**src/hw/rtl/b64e_pkg.sv**
```systemverilog
// ----------------------------------------------------------------------------
// b64e_pkg
// Shared types, constants and the character table of the Base64 encoder.
// ----------------------------------------------------------------------------
package b64e_pkg;

    localparam int JOB_DEPTH = 2;
    localparam int JOB_PTR_W = (JOB_DEPTH > 1) ? $clog2(JOB_DEPTH) : 1;
    localparam int JOB_CNT_W = $clog2(JOB_DEPTH + 1);

    localparam logic [7:0] GPS_RESET = 8'd15;
    localparam logic [6:0] CHAR_PAD   = 7'h3D;
    localparam logic [6:0] CHAR_SPACE = 7'h20;

    typedef enum logic [1:0] {
        PAD_NONE = 2'd0,
        PAD_ONE  = 2'd1,
        PAD_TWO  = 2'd2
    } pad_t;

    // one group of work for the back end
    typedef struct packed {
        logic [23:0] word;
        pad_t        pad;
        logic        space;
        logic        last;
    } b64e_job_t;

    function automatic logic [6:0] b64_char(input logic [5:0] v);
        logic [6:0] c;
        begin
            if (v < 6'd26) begin
                c = 7'h41 + {1'b0, v};
            end else if (v < 6'd52) begin
                c = 7'h61 + {1'b0, v - 6'd26};
            end else if (v < 6'd62) begin
                c = 7'h30 + {1'b0, v - 6'd52};
            end else if (v == 6'd62) begin
                c = 7'h2B;
            end else begin
                c = 7'h2F;
            end
            return c;
        end
    endfunction

endpackage

```
**src/hw/rtl/b64e_front.sv**
```systemverilog
// ----------------------------------------------------------------------------
// b64e_front
// Collects bytes into groups of three, tracks spacing, issues group jobs.
// ----------------------------------------------------------------------------
module b64e_front
    import b64e_pkg::*;
(
    input  logic        clk,
    input  logic        rst_n,
    input  logic        accept,
    input  logic [7:0]  data_byte,
    input  logic        final_byte,
    input  logic        cfg_we,
    input  logic [7:0]  cfg_data,
    output logic        job_push,
    output b64e_job_t   job
);

    logic [7:0]  gps_reg;
    logic [15:0] pend_reg, pend_next;
    logic [1:0]  cnt_reg, cnt_next;
    logic [7:0]  gss_reg, gss_next;

    logic [7:0] limit;
    logic [7:0] gss_inc;
    logic       space_hit;

    assign limit     = (gps_reg == 8'd0) ? 8'd1 : gps_reg;
    assign gss_inc   = gss_reg + 8'd1;
    assign space_hit = (gss_inc >= limit) || (gss_inc == 8'd0);

    always_comb
    begin
        pend_next  = pend_reg;
        cnt_next   = cnt_reg;
        gss_next   = gss_reg;
        job_push   = 1'b0;
        job.word   = {pend_reg, data_byte};
        job.pad    = PAD_NONE;
        job.space  = 1'b0;
        job.last   = final_byte;
        if (accept)
        begin
            if (cnt_reg >= 2'd2)
            begin
                job_push  = 1'b1;
                job.space = space_hit;
                gss_next  = space_hit ? 8'd0 : gss_inc;
                pend_next = 16'd0;
                cnt_next  = 2'd0;
            end
            else if (final_byte)
            begin
                job_push = 1'b1;
                if (cnt_reg == 2'd1)
                begin
                    job.word = {pend_reg[7:0], data_byte, 8'd0};
                    job.pad  = PAD_ONE;
                end
                else
                begin
                    job.word = {data_byte, 16'd0};
                    job.pad  = PAD_TWO;
                end
            end
            else
            begin
                pend_next = {pend_reg[7:0], data_byte};
                cnt_next  = cnt_reg + 2'd1;
            end
            if (final_byte)
            begin
                pend_next = 16'd0;
                cnt_next  = 2'd0;
                gss_next  = 8'd0;
            end
        end
    end

    always_ff @(posedge clk or negedge rst_n)
    begin
        if (!rst_n)
        begin
            gps_reg  <= GPS_RESET;
            pend_reg <= 16'd0;
            cnt_reg  <= 2'd0;
            gss_reg  <= 8'd0;
        end
        else
        begin
            if (cfg_we)
            begin
                gps_reg <= cfg_data;
            end
            pend_reg <= pend_next;
            cnt_reg  <= cnt_next;
            gss_reg  <= gss_next;
        end
    end

endmodule

```
**src/hw/rtl/b64e_queue.sv**
```systemverilog
// ----------------------------------------------------------------------------
// b64e_queue
// Short job queue between front and back end.
// ----------------------------------------------------------------------------
module b64e_queue
    import b64e_pkg::*;
(
    input  logic        clk,
    input  logic        rst_n,
    input  logic        push,
    input  b64e_job_t   push_job,
    input  logic        pop,
    output b64e_job_t   head_job,
    output logic        q_full,
    output logic        q_empty
);

    b64e_job_t              slots_reg [JOB_DEPTH];
    logic [JOB_PTR_W-1:0]   wr_ptr_reg, rd_ptr_reg;
    logic [JOB_CNT_W-1:0]   cnt_reg;

    logic do_push, do_pop;

    assign q_full   = (cnt_reg == JOB_CNT_W'(JOB_DEPTH));
    assign q_empty  = (cnt_reg == '0);
    assign do_push  = push && !q_full;
    assign do_pop   = pop && !q_empty;
    assign head_job = slots_reg[rd_ptr_reg];

    always_ff @(posedge clk)
    begin
        if (do_push)
        begin
            slots_reg[wr_ptr_reg] <= push_job;
        end
    end

    always_ff @(posedge clk or negedge rst_n)
    begin
        if (!rst_n)
        begin
            wr_ptr_reg <= '0;
            rd_ptr_reg <= '0;
            cnt_reg    <= '0;
        end
        else
        begin
            if (do_push)
            begin
                wr_ptr_reg <= (wr_ptr_reg == JOB_PTR_W'(JOB_DEPTH - 1)) ? '0
                                                                         : wr_ptr_reg + 1'b1;
            end
            if (do_pop)
            begin
                rd_ptr_reg <= (rd_ptr_reg == JOB_PTR_W'(JOB_DEPTH - 1)) ? '0
                                                                         : rd_ptr_reg + 1'b1;
            end
            cnt_reg <= cnt_reg + JOB_CNT_W'(do_push) - JOB_CNT_W'(do_pop);
        end
    end

endmodule

```
**src/hw/rtl/b64e_back.sv**
```systemverilog
// ----------------------------------------------------------------------------
// b64e_back
// Steps a group job one char per cycle into the output reg unless stalled.
// ----------------------------------------------------------------------------
module b64e_back
    import b64e_pkg::*;
(
    input  logic        clk,
    input  logic        rst_n,
    input  b64e_job_t   job,
    input  logic        job_valid,
    output logic        job_pop,
    input  logic        pop,
    output logic        empty,
    output logic [6:0]  out_char,
    output logic        run_end,
    output logic        message_end
);

    logic [2:0] idx_reg, idx_next;
    logic       ovalid_reg, ovalid_next;
    logic [6:0] char_reg;
    logic       run_end_reg, msg_end_reg;

    logic       load;
    logic       is_last;
    logic [2:0] pad_start;
    logic [5:0] sext;
    logic [6:0] char_cur;

    assign load      = job_valid && (!ovalid_reg || pop);
    assign is_last   = job.space ? (idx_reg == 3'd4) : (idx_reg == 3'd3);
    assign pad_start = 3'd4 - {1'b0, job.pad};
    assign job_pop   = load && is_last;

    always_comb
    begin
        case (idx_reg[1:0])
            2'd0:    sext = job.word[23:18];
            2'd1:    sext = job.word[17:12];
            2'd2:    sext = job.word[11:6];
            default: sext = job.word[5:0];
        endcase
        if (idx_reg == 3'd4)
        begin
            char_cur = CHAR_SPACE;
        end
        else if (idx_reg >= pad_start)
        begin
            char_cur = CHAR_PAD;
        end
        else
        begin
            char_cur = b64_char(sext);
        end
    end

    always_comb
    begin
        idx_next    = idx_reg;
        ovalid_next = ovalid_reg;
        if (pop && ovalid_reg)
        begin
            ovalid_next = 1'b0;
        end
        if (load)
        begin
            ovalid_next = 1'b1;
            idx_next    = is_last ? 3'd0 : idx_reg + 3'd1;
        end
    end

    always_ff @(posedge clk or negedge rst_n)
    begin
        if (!rst_n)
        begin
            idx_reg    <= 3'd0;
            ovalid_reg <= 1'b0;
        end
        else
        begin
            idx_reg    <= idx_next;
            ovalid_reg <= ovalid_next;
        end
    end

    always_ff @(posedge clk)
    begin
        if (load)
        begin
            char_reg    <= char_cur;
            run_end_reg <= is_last;
            msg_end_reg <= is_last && job.last;
        end
    end

    assign empty       = !ovalid_reg;
    assign out_char    = char_reg;
    assign run_end     = run_end_reg;
    assign message_end = msg_end_reg;

endmodule

```
**src/hw/rtl/base64_encoder.sv**
```systemverilog
// Path: the byte that completes a group is written as a job into the queue;
// the back end then loads its first character into the output register.
// Throughput: one character per cycle from the back end's output register
// while the receiver pops; three bytes give four or five characters.
// Reset: asynchronous, clears pending bytes, spacing count and the queue;
// groups_per_space returns to 15.
// ----------------------------------------------------------------------------
// base64_encoder
// Byte stream to Base64 text with spacing and '=' padding.
// ----------------------------------------------------------------------------
module base64_encoder
    import b64e_pkg::*;
(
    input  logic        clk,
    input  logic        rst_n,
    input  logic        push,
    output logic        full,
    input  logic [7:0]  data_byte,
    input  logic        final_byte,
    output logic        empty,
    input  logic        pop,
    output logic [6:0]  out_char,
    output logic        run_end,
    output logic        message_end,
    input  logic        cfg_valid,
    output logic        cfg_ready,
    input  logic [7:0]  cfg_data
);

    logic      accept;
    logic      job_push;
    b64e_job_t push_job;
    b64e_job_t head_job;
    logic      q_empty;
    logic      job_pop;

    assign cfg_ready = 1'b1;
    assign accept    = push && !full;

    b64e_front u_front (
        .clk        (clk),
        .rst_n      (rst_n),
        .accept     (accept),
        .data_byte  (data_byte),
        .final_byte (final_byte),
        .cfg_we     (cfg_valid && cfg_ready),
        .cfg_data   (cfg_data),
        .job_push   (job_push),
        .job        (push_job)
    );

    b64e_queue u_queue (
        .clk      (clk),
        .rst_n    (rst_n),
        .push     (job_push),
        .push_job (push_job),
        .pop      (job_pop),
        .head_job (head_job),
        .q_full   (full),
        .q_empty  (q_empty)
    );

    b64e_back u_back (
        .clk         (clk),
        .rst_n       (rst_n),
        .job         (head_job),
        .job_valid   (!q_empty),
        .job_pop     (job_pop),
        .pop         (pop),
        .empty       (empty),
        .out_char    (out_char),
        .run_end     (run_end),
        .message_end (message_end)
    );

endmodule

```
**config.mk**
```make
export PLATFORM = sky130hd
export DESIGN_NAME = base64_encoder
export DESIGN_NICKNAME = d
export VERILOG_FILES = /design/src/hw/rtl/b64e_pkg.sv /design/src/hw/rtl/b64e_front.sv /design/src/hw/rtl/b64e_queue.sv /design/src/hw/rtl/b64e_back.sv /design/src/hw/rtl/base64_encoder.sv
export SDC_FILE = /design/constraint.sdc
export NUM_CORES = 1
export LEC_CHECK = 0
export BUFFER_PORTS_ARGS = -buffer_cell sky130_fd_sc_hd__buf_4
export CORE_MARGIN = 10
export CORE_UTILIZATION = 50
export CTS_CLUSTER_SIZE = 30
export DETAILED_ROUTE_END_ITERATION = 10
export PLACE_DENSITY = 0.7
export SYNTH_ARGS = -nofsm -noshare
export SYNTH_HDL_FRONTEND = slang
export SYNTH_SLANG_ARGS = --single-unit
```
**constraint.sdc**
```tcl
create_clock -name clk -period 3.1 [get_ports clk]
set_clock_uncertainty 0.1 [all_clocks]
set_input_delay 0 -clock clk [delete_from_list [all_inputs] [get_ports clk]]
set_output_delay 0 -clock clk [all_outputs]
set_load 0.02 [all_outputs]
```
* Word level (Yosys, flattened, before mapping)
Memories as Yosys holds them, arrays and structs flattened. Index checks and enable logic that the tools add are counted.
Word-level totals: memories 1, register bits 51, RAM bits 56, logic and storage cells 90
Cells by class: reductions and logical operators 20, $lt $le $gt $ge 6, equality and inequality tests 7, add/subtract/negate cells 13, muxes and demuxes 30
Memories:
- u_queue.slots_reg | words 2, width 28, rd ports 1, clocked after Yosys merged registers in 0, wr ports 1, RTL line b64e_queue.sv:18 | b64e_job_t slots_reg [JOB_DEPTH];
Operators by type and width (count):
- $mux 26 | 3
- $mux 16 | 2
- $mux 8 | 4
- $mux 27 | 1
- $mux 7 | 3
- $pmux 6 s3 | 1
- $logic_not 8->1 | 2
- $add 7x6->7 const A | 2
- $lt 6x6->1 const B | 2
- $mux 1 | 11
- $add 8x1->8 const B | 1
- $ge 8x8->1 | 1
- $add 6x6->7 const A | 1
- $logic_and 1x1->1 | 7
- $eq 6x6->1 const B | 1
- $lt 6x5->1 const B | 1
- $mux 3 | 2
- $sub 6x5->6 const B | 1
- $sub 6x6->6 const B | 1
- $mux 5 | 1
- $eq 2x1->1 const B | 2
- $eq 2x2->1 const B | 2
- $logic_not 2->1 | 2
- $mux 2 | 2
- other kinds (15) | 20

* Longest topological paths before layout
Gate-level depths: netlist of the first run.
word-level depth 8, gate-level depth with buffers 13, depth with buffers taken out 12

* Cells and area by module
Synthesis of the first run repeated with hierarchy kept, for this count alone.
Unflattened totals: cells, all modules 487, area, all modules 5650.4 µm²
By module, submodules not included:
- b64e_queue | instances 1, sequential area each 1781.7 µm², cells an instance 105, area each 2265.9 µm²
- b64e_front | instances 1, sequential area each 855.8 µm², cells an instance 234, area each 2026.9 µm²
- b64e_back | instances 1, sequential area each 370.4 µm², cells an instance 144, area each 1328.8 µm²
- base64_encoder | instances 1, sequential area each 0.0 µm², cells an instance 4, area each 28.8 µm²

* Least setup slack after synthesis of the first run
No wires, ideal clock.
path kind register to register, from register u_queue.cnt_reg[1], to memory u_queue.slots_reg[0][0] in the netlist's numbering, enable pin, slack 0.059 ns, arrival 2.528 ns, data required time 2.587 ns, buffers on the path 2, cell stages (with the launch flop) 7, cell sequence dfrtp_1 -> nor2b_1 -> nand2b_1 -> or2_0 -> clkbuf_1 -> clkbuf_1 -> nor2_1
On the way: word-level cells in the longest chain between the ends 7
Ends and longest elaborated chain:
- start: declaration | RTL line b64e_queue.sv:20 | logic [JOB_CNT_W-1:0] cnt_reg;
- start signal: assignment | RTL line b64e_queue.sv:58 | cnt_reg <= cnt_reg + JOB_CNT_W'(do_push) - JOB_CNT_W'(do_pop);
- $eq 2x2->1 (*) | RTL line b64e_queue.sv:24 | assign q_full = (cnt_reg == JOB_CNT_W'(JOB_DEPTH));
- net full | RTL line base64_encoder.sv:17 | output logic full,
- $logic_not 1->1 (*) | RTL line b64e_queue.sv:26, base64_encoder.sv:38
- $logic_and 1x1->1 | RTL line base64_encoder.sv:38 | assign accept = push && !full;
- $mux 1 | RTL line b64e_front.sv:42 | if (accept)
- $logic_and 1x1->1 (*) | RTL line b64e_queue.sv:26 | assign do_push = push && !q_full;
- $mux 1 (*) | RTL line b64e_queue.sv:32 | if (do_push)
- $mux 1 (implied by the code) (*) | RTL line b64e_queue.sv:34 | slots_reg[wr_ptr_reg] <= push_job;
- end: declaration | RTL line b64e_queue.sv:18
Mark *: on every way through the listed nets, which the timed path passes. The rest lies on a longest branch.

* Final worst setup path of the first run
from register u_back.idx_reg[1], to register u_back.char_reg[5] (netlist: u_back.out_char[5]) (data pin)
On the way: word-level cells in the longest chain between the ends 7, elaborated cells between the ends (all ways) 18, those cells by class add/sub: 5; order compare: 4; eq/ne: 3; mux: 4; reduce/logical: 2
Ends and longest elaborated chain:
- start: declaration | RTL line b64e_back.sv:20 | logic [2:0] idx_reg, idx_next;
- start signal: assignment | RTL line b64e_back.sv:82 | idx_reg <= idx_next;
- $eq 2x2->1 (tied with other cells) | RTL line b64e_back.sv:38 | case (idx_reg[1:0])
- $pmux 6 s3 | RTL line b64e_back.sv:38
- $sub 6x6->6 | RTL line b64e_pkg.sv:37 | c = 7'h30 + {1'b0, v - 6'd52};
- $add 6x6->7 | RTL line b64e_pkg.sv:37
- $mux 7 | RTL line b64e_pkg.sv:36 | end else if (v < 6'd62) begin
- $mux 7 | RTL line b64e_pkg.sv:34 | end else if (v < 6'd52) begin
- $mux 7 | RTL line b64e_pkg.sv:32 | if (v < 6'd26) begin
- end signal: assignment | RTL line b64e_back.sv:91 | char_reg <= char_cur;
- end: declaration | RTL line b64e_back.sv:22 | logic [6:0] char_reg;
Several ways; a longest one is shown, not always the timed one. A chain may end at the register's enable or synchronous reset.

==> results.py, run 1 <==
metrics = {
    "sta": {
        "clock.fmax_ghz": 0.341,
        "relative_slew_slack": 0.453,
        "report.final.slew_viol_count": 0,
        "final_min_period_over_clock_period": 0.945,
        "report.final.setup_viol": 0,
        "tightestPinTransition_ns": 0.821,
        "rsz0062_at_grt": "false",
        "final.min_clock_period_ns": 2.93,
        "report.final.hold_viol_count": 0,
        "post-route-worst-setup-slack_ns": 0.170,
        "hold_slack_ns": 0.0439,
    },
    "critical_path": {
        "critPathTopFamily": "compound AO/OA/AOI/OAI gates",
        "critical_path_arrival_ns": 2.97,
        "critical_path_class": "reg2reg",
        "worstSetupEndpointType": "flip-flop",
        "crit_path_start_kind": "flip-flop",
        "crit_path_cell_trace": "ha_2, or2_4, o311ai_4, buf_4, ha_1, inv_1, o221a_1, nor3_1, mux2i_1, o21ai_1",
        "worstPathRequired_ns": 3.14,
        "crit_path_max_fanout": 9,
        "worst_path_slowest_cell": "sky130_fd_sc_hd__dfrtp_2",
        "critPathBufInv": 2,
        "cpPeakStageDelay_ns": 0.48,
    },
    "finish": {
        "largest_register_ffs": 56,
        "design.final.nets": 627,
        "final_layout_size_suffix_gt1_frac": 0.172,
        "insertedDiodeCount": 0,
        "area_growth_pct": 20.3,
        "layout_common_cells": "sky130_fd_sc_hd__nand2_1 (77), sky130_fd_sc_hd__edfxtp_1 (65), sky130_fd_sc_hd__buf_4 (57)",
        "filler_cell_count": 874,
        "final_common_cell": "sky130_fd_sc_hd__nand2_1",
    },
    "place": {
        "place_ws_ns": -0.0253,
        "count_of_input_and_output_buffers": 32,
        "detailedPlacementHpwl_microns": 8030,
        "gp_routability_congestion": 0.930,
    },
    "global_route": {
        "antenna_violations_before_repair": 0,
        "grt_start_max_net_pins": 43,
        "use_met1": 0.194,
        "met3_usage": 0.0308,
        "first_global_vias": 3968,
        "grt_overflow_total": 0,
        "use_met2": 0.231,
        "global_route_wire_length_before_repair_microns": 19400,
        "busiest_layer_in_global_routing": "met2",
        "grt_usage": 0.145,
    },
    "logic_synthesis": {
        "yosysUniqueCellTypes": 65,
        "synthesis.area_sq_mm": 0.00553,
        "yosys_warnings": 0,
        "synth-seq-area-share": 0.544,
        "synthArstFlopShare": 0.393,
        "synth-edff-count": 65,
        "synth_cells": 497,
        "ys.flop_type": "sky130_fd_sc_hd__edfxtp_1",
        "syn_nets": 549,
        "ys_ff_latch": 107,
        "syn_area_per_cell_sq_um": 11.1,
    },
    "route": {
        "average_vias_per_placed_instance": 5.46,
        "num_vias": 3928,
        "postRouteWirelength_microns": 11400,
        "number_of_nets_with_antenna_violations_after_detailed_routing": 0,
        "drt_drc_violations_left": 0,
        "drt-initial-drc-count": 309,
        "drt_pre_antenna_iters": 5,
        "wl_per_cell_microns": 15.9,
    },
    "clocking": {
        "clk_sinks": 107,
        "clock-root-buffer": "sky130_fd_sc_hd__clkbuf_8",
        "numCtsBuffers": 9,
        "number_of_h_tree_branching_levels": 3,
        "clock_edge_transition_at_the_registers_on_the_reported_setup_and_hold_paths_ns": 0.11,
        "cts_tree": "yes",
        "clk-insertion-delay-late_ns": 0.37,
        "post_cts.repair.setup_buffers": 0,
        "clockBufferDepth": 2,
    },
    "die": {
        "design.die.area_sq_mm": 0.0157,
        "die_h_microns": 125,
        "die-width_microns": 125,
        "io-pin-count": 34,
        "start_util": 0.510,
        "placementRows": 38,
        "fp.coreArea_sq_mm": 0.0108,
    },
    "pwr": {
        "pwr_density_cell_mw_per_mm2": 1040,
        "design_power_total_mw": 6.95,
        "max-vdd-ir-drop_mv": 0.562,
        "power_leakage_nw": 2.76,
    },
    "status": {
        "outcome": "completed",
    },
    "worst_hold_path": {
        "hold_path_class": "in2async",
    },
    "job": {
        "cap_violations": 0,
    },
}
synth_stat cells (3+ instances only):
cell | instances | area (sq um)
sky130_fd_sc_hd__nand2_1 | 77 | 289
sky130_fd_sc_hd__edfxtp_1 | 65 | 1950
sky130_fd_sc_hd__o21ai_0 | 50 | 250
sky130_fd_sc_hd__dfrtp_1 | 38 | 951
sky130_fd_sc_hd__ha_1 | 30 | 375
sky130_fd_sc_hd__inv_1 | 28 | 105
sky130_fd_sc_hd__mux2i_1 | 22 | 220
sky130_fd_sc_hd__clkbuf_1 | 17 | 63.8
sky130_fd_sc_hd__and2_1 | 15 | 93.8
sky130_fd_sc_hd__a21oi_1 | 11 | 55.1
sky130_fd_sc_hd__nand3_1 | 10 | 50.1
sky130_fd_sc_hd__nor2_1 | 10 | 37.5
sky130_fd_sc_hd__xnor2_1 | 10 | 87.6
sky130_fd_sc_hd__nand2b_1 | 8 | 50.1
sky130_fd_sc_hd__a22o_1 | 7 | 61.3
sky130_fd_sc_hd__xor2_1 | 7 | 61.3
sky130_fd_sc_hd__buf_2 | 6 | 30.0
sky130_fd_sc_hd__a22oi_1 | 5 | 37.5
sky130_fd_sc_hd__nor2b_1 | 5 | 31.3
sky130_fd_sc_hd__a222oi_1 | 4 | 40.0
sky130_fd_sc_hd__and3_1 | 4 | 25.0
sky130_fd_sc_hd__dfstp_2 | 4 | 105
sky130_fd_sc_hd__nor4_1 | 4 | 25.0
sky130_fd_sc_hd__o21a_1 | 4 | 30.0
sky130_fd_sc_hd__a21o_1 | 3 | 22.5
sky130_fd_sc_hd__a32o_1 | 3 | 30.0
sky130_fd_sc_hd__nor3_1 | 3 | 15.0
sky130_fd_sc_hd__o31ai_1 | 3 | 22.5
path summary, 6_finish.rpt:
kind                                                  start                               end  slack, ns  cells past startpoint
setup / recovery              u_back.idx_reg[1]$_DFFE_PN0P_  u_back.out_char[5]$_SDFFCE_PP1P_       0.17                     10
hold / removal                                        rst_n     u_back.idx_reg[2]$_DFFE_PN0P_       0.04                      2
setup reg to reg              u_back.idx_reg[1]$_DFFE_PN0P_  u_back.out_char[5]$_SDFFCE_PP1P_       0.17                     10
hold reg to reg            u_front.pend_reg[10]$_DFFE_PN0P_  u_front.pend_reg[10]$_DFFE_PN0P_       0.39                      2
max in group asynchronous                             rst_n     u_back.idx_reg[1]$_DFFE_PN0P_       2.46                      2
min in group clk                                  cfg_valid    u_front.gps_reg[2]$_DFFE_PN1P_       0.32                      3
logic make-up after synthesis:
kind of cell,Yosys count,synth area share
AND/OR/NAND/NOR,147,0.128
AO/OA/AOI/OAI,116,0.145
flip-flops,107,0.544
buffers and inverters,55,0.0412
adder cells (fa/ha/maj),30,0.0679
multiplexers,23,0.0419
XOR/XNOR,18,0.0310
other,1,0.000678
where the power goes:
group | internal, mW | switching, mW
Combinational | 1.72 | 1.99
Sequential | 2.02 | 0.275
Clock | 0.436 | 0.510
metal layers:
| layer | share of wire | vias up | wire length [microns] |
|---|---|---|---|
| met2 | 0.47 | 87 | 5380 |
| met4 | 0.013 | 0 | 148 |
| met3 | 0.042 | 14 | 486 |
| met1 | 0.47 | 1893 | 5430 |
| met5 | 0 | - | 0 |
| li1 | - | 1934 | - |
timing repair:
item / 4_1_cts / 5_1_grt
endpoints found under the hold margin: 104 / 0
hold buffers: 35 / 0
endpoints found under the setup margin: 2 / 11
resized for setup: 1 / 16
stage by stage:
stage | TNS [ns] | area, sq um | utilization | std cells
final | 0 | 6660 | 0.614 | 720
after global routing | 0 | 6660 | 0.614 | 720
after CTS | 0 | 6600 | 0.609 | 720
after detailed placement | -0.0452 | 6020 | 0.556 | 669
after global placement | 0 | 6020 | 0.556 | 669
after floorplan | 0 | 5530 | - | 497
layout make-up:
type / count / area (sq um) / share of cell area
clock buffers: 10 / 149 / 0.0224
clock inverters: 6 / 75.1 / 0.0113
inverters: 30 / 115 / 0.0173
multi-input cells: 335 / 2350 / 0.353
flip-flops and latches: 107 / 3010 / 0.452
well taps: 140 / 175 / 0.0263
repair buffers: 92 / 778 / 0.117
(Power assumes the default switching activity.)
==> run 2, diff against run 1 <==
==> constraint.sdc (replaced) <==
create_clock -name clk -period 2.6 [get_ports clk]
set_clock_uncertainty 0.1 [all_clocks]
set_input_delay 0 -clock clk [delete_from_list [all_inputs] [get_ports clk]]
set_output_delay 0 -clock clk [all_outputs]
set_load 0.02 [all_outputs]
==> run 2 against run 1 <==
Net effect:
- the run now ends with setup timing left
- cell area increased by 9.8%
- sequential share of layout area decreased by 4.0 points
- routed wire length increased by 14%
- die area unchanged
- total power increased by 40%
- sequential power increased by 17%
- clock power increased by 1%
- critical endpoint unchanged
==> results.py, run 2 (same netlist as run 1, synthesis figures left out) <==
metrics = {
    "route": {
        "drt_pre_antenna_iters": 5,
        "num_vias": 4258,
        "wl_per_cell_microns": 17.0,
        "number_of_nets_with_antenna_violations_after_detailed_routing": 0,
        "drt-initial-drc-count": 326,
        "average_vias_per_placed_instance": 5.57,
        "postRouteWirelength_microns": 13000,
        "drt_drc_violations_left": 0,
    },
    "finish": {
        "filler_cell_count": 761,
        "final_common_cell": "sky130_fd_sc_hd__buf_4",
        "area_growth_pct": 32.1,
        "layout_common_cells": "sky130_fd_sc_hd__buf_4 (84), sky130_fd_sc_hd__nand2_1 (77), sky130_fd_sc_hd__edfxtp_1 (65)",
        "largest_register_ffs": 56,
        "insertedDiodeCount": 0,
        "instances_no_fill": 765,
        "design.final.nets": 672,
        "utilization": 0.674,
        "final_layout_size_suffix_gt1_frac": 0.290,
    },
    "pwr": {
        "power_leakage_nw": 3.03,
        "max-vdd-ir-drop_mv": 0.992,
        "pwr_density_cell_mw_per_mm2": 1340,
    },
    "die": {
        "die-width_microns": 125,
        "start_util": 0.510,
        "fp.coreArea_sq_mm": 0.0108,
        "placementRows": 38,
        "design.die.area_sq_mm": 0.0157,
        "io-pin-count": 34,
        "die_h_microns": 125,
    },
    "sta": {
        "tightestPinTransition_ns": 0.752,
        "post-route-worst-setup-slack_ns": -0.238,
        "final.min_clock_period_ns": 2.84,
        "relative_slew_slack": 0.498,
        "rsz0062_at_grt": "true",
        "report.final.setup_viol": 7,
        "report.final.slew_viol_count": 0,
        "hold_slack_ns": 0.0340,
        "final_min_period_over_clock_period": 1.09,
        "clock.fmax_ghz": 0.352,
        "report.final.hold_viol_count": 0,
    },
    "clocking": {
        "clk_sinks": 107,
        "cts_tree": "yes",
        "clockBufferDepth": 2,
        "clock_edge_transition_at_the_registers_on_the_reported_setup_and_hold_paths_ns": 0.11,
        "clk-insertion-delay-late_ns": 0.39,
        "clock-root-buffer": "sky130_fd_sc_hd__clkbuf_8",
        "number_of_h_tree_branching_levels": 3,
        "numCtsBuffers": 9,
    },
    "place": {
        "gp_routability_congestion": 0.861,
        "count_of_input_and_output_buffers": 32,
        "place_ws_ns": -0.323,
        "detailedPlacementHpwl_microns": 8360,
        "inst_count_dp": 695,
    },
    "global_route": {
        "antenna_violations_before_repair": 0,
        "grt_overflow_total": 0,
        "grt_usage": 0.163,
        "first_global_vias": 4249,
        "global_route_wire_length_before_repair_microns": 21300,
        "grt_start_max_net_pins": 43,
    },
    "critical_path": {
        "crit_path_cell_trace": "inv_2, ha_4, buf_6, a22oi_2, and3_4, nor3_4, inv_2, buf_6, o31a_1, or3_4, mux2i_1, o21ai_1",
        "cpPeakStageDelay_ns": 0.43,
        "worstPathRequired_ns": 2.64,
        "r2r_setup_slack_ns": -0.24,
        "worst_path_slowest_cell": "sky130_fd_sc_hd__dfrtp_1",
        "worstSetupEndpointType": "flip-flop",
        "critical_path_arrival_ns": 2.87,
        "crit_path_start_kind": "flip-flop",
        "crit_path_max_fanout": 9,
        "critical_path_class": "reg2reg",
    },
    "job": {
        "cap_violations": 0,
    },
    "status": {
        "outcome": "finished, violations left",
        "failed_checks": "setup timing",
    },
    "worst_hold_path": {
        "hold_path_class": "in2async",
    },
}
## run 2: critical path, delay by kind of cell, from the launching register on
family | cells | cell delay [ns]
AND/OR/NAND/NOR | 3 | 0.80
flip-flops | 1 | 0.43
buffers and inverters | 4 | 0.51
adder cells (fa/ha/maj) | 1 | 0.19
AO/OA/AOI/OAI | 3 | 0.39
multiplexers | 1 | 0.15
## run 2: metrics by stage
step | TNS [ns] | cell area (sq um) | total power, mW
final | -1.18 | 7300 | 9.75
after global routing | -2.39 | 7300 | 10.5
after CTS | -1.24 | 7160 | 9.53
after detailed placement | -1.60 | 6290 | 7.61
after global placement | -1.03 | 6290 | 7.46
after floorplan | -1.13 | 5600 | 5.92
## run 2: cell type report
type,count,area (sq um),area share
clock inverter,6,48.8,0.00668
multi-input combinational,335,2610,0.358
timing repair buffer,137,1210,0.166
clock buffer,10,128,0.0175
tap,140,175,0.0240
inverter,30,118,0.0161
sequential,107,3010,0.412
## run 2: layer usage
metal	global-route usage	vias up	share of wire
met5	0	-	0
met4	0.0603	0	0.016
met3	0.0300	26	0.033
met2	0.275	94	0.51
met1	0.204	2110	0.44
li1	-	2028	-
## run 2: power by group
part | switching [mW] | total [mW] | internal (mW)
sequential | 0.282 | 2.69 | 2.41
combinational | 2.99 | 6.11 | 3.12
clock | 0.595 | 0.958 | 0.363
total | 3.87 | 9.75 | 5.89
## run 2: path summary, 6_finish.rpt
path	start	end	depth (start not counted)
worst min register to register	u_front.pend_reg[10]$_DFFE_PN0P_	u_front.pend_reg[10]$_DFFE_PN0P_	2
worst max register to register	u_back.idx_reg[0]$_DFFE_PN0P_	u_back.out_char[5]$_SDFFCE_PP1P_	12
min in group clk	push	u_front.cnt_reg[1]$_DFFE_PN0P_	5
worst min-delay path	rst_n	u_front.gps_reg[5]$_DFFE_PN0P_	2
worst max-delay path	u_back.idx_reg[0]$_DFFE_PN0P_	u_back.out_char[5]$_SDFFCE_PP1P_	12
max in group asynchronous	rst_n	u_front.gss_reg[0]$_DFFE_PN0P_	2
## run 2: what timing repair did
action	in CTS	in global routing
buffers inserted	19	4
endpoints found under the setup margin	13	18
hold buffers	34	0
hold endpoints to repair	99	0
resized for setup	47	26
pin swaps	16	31
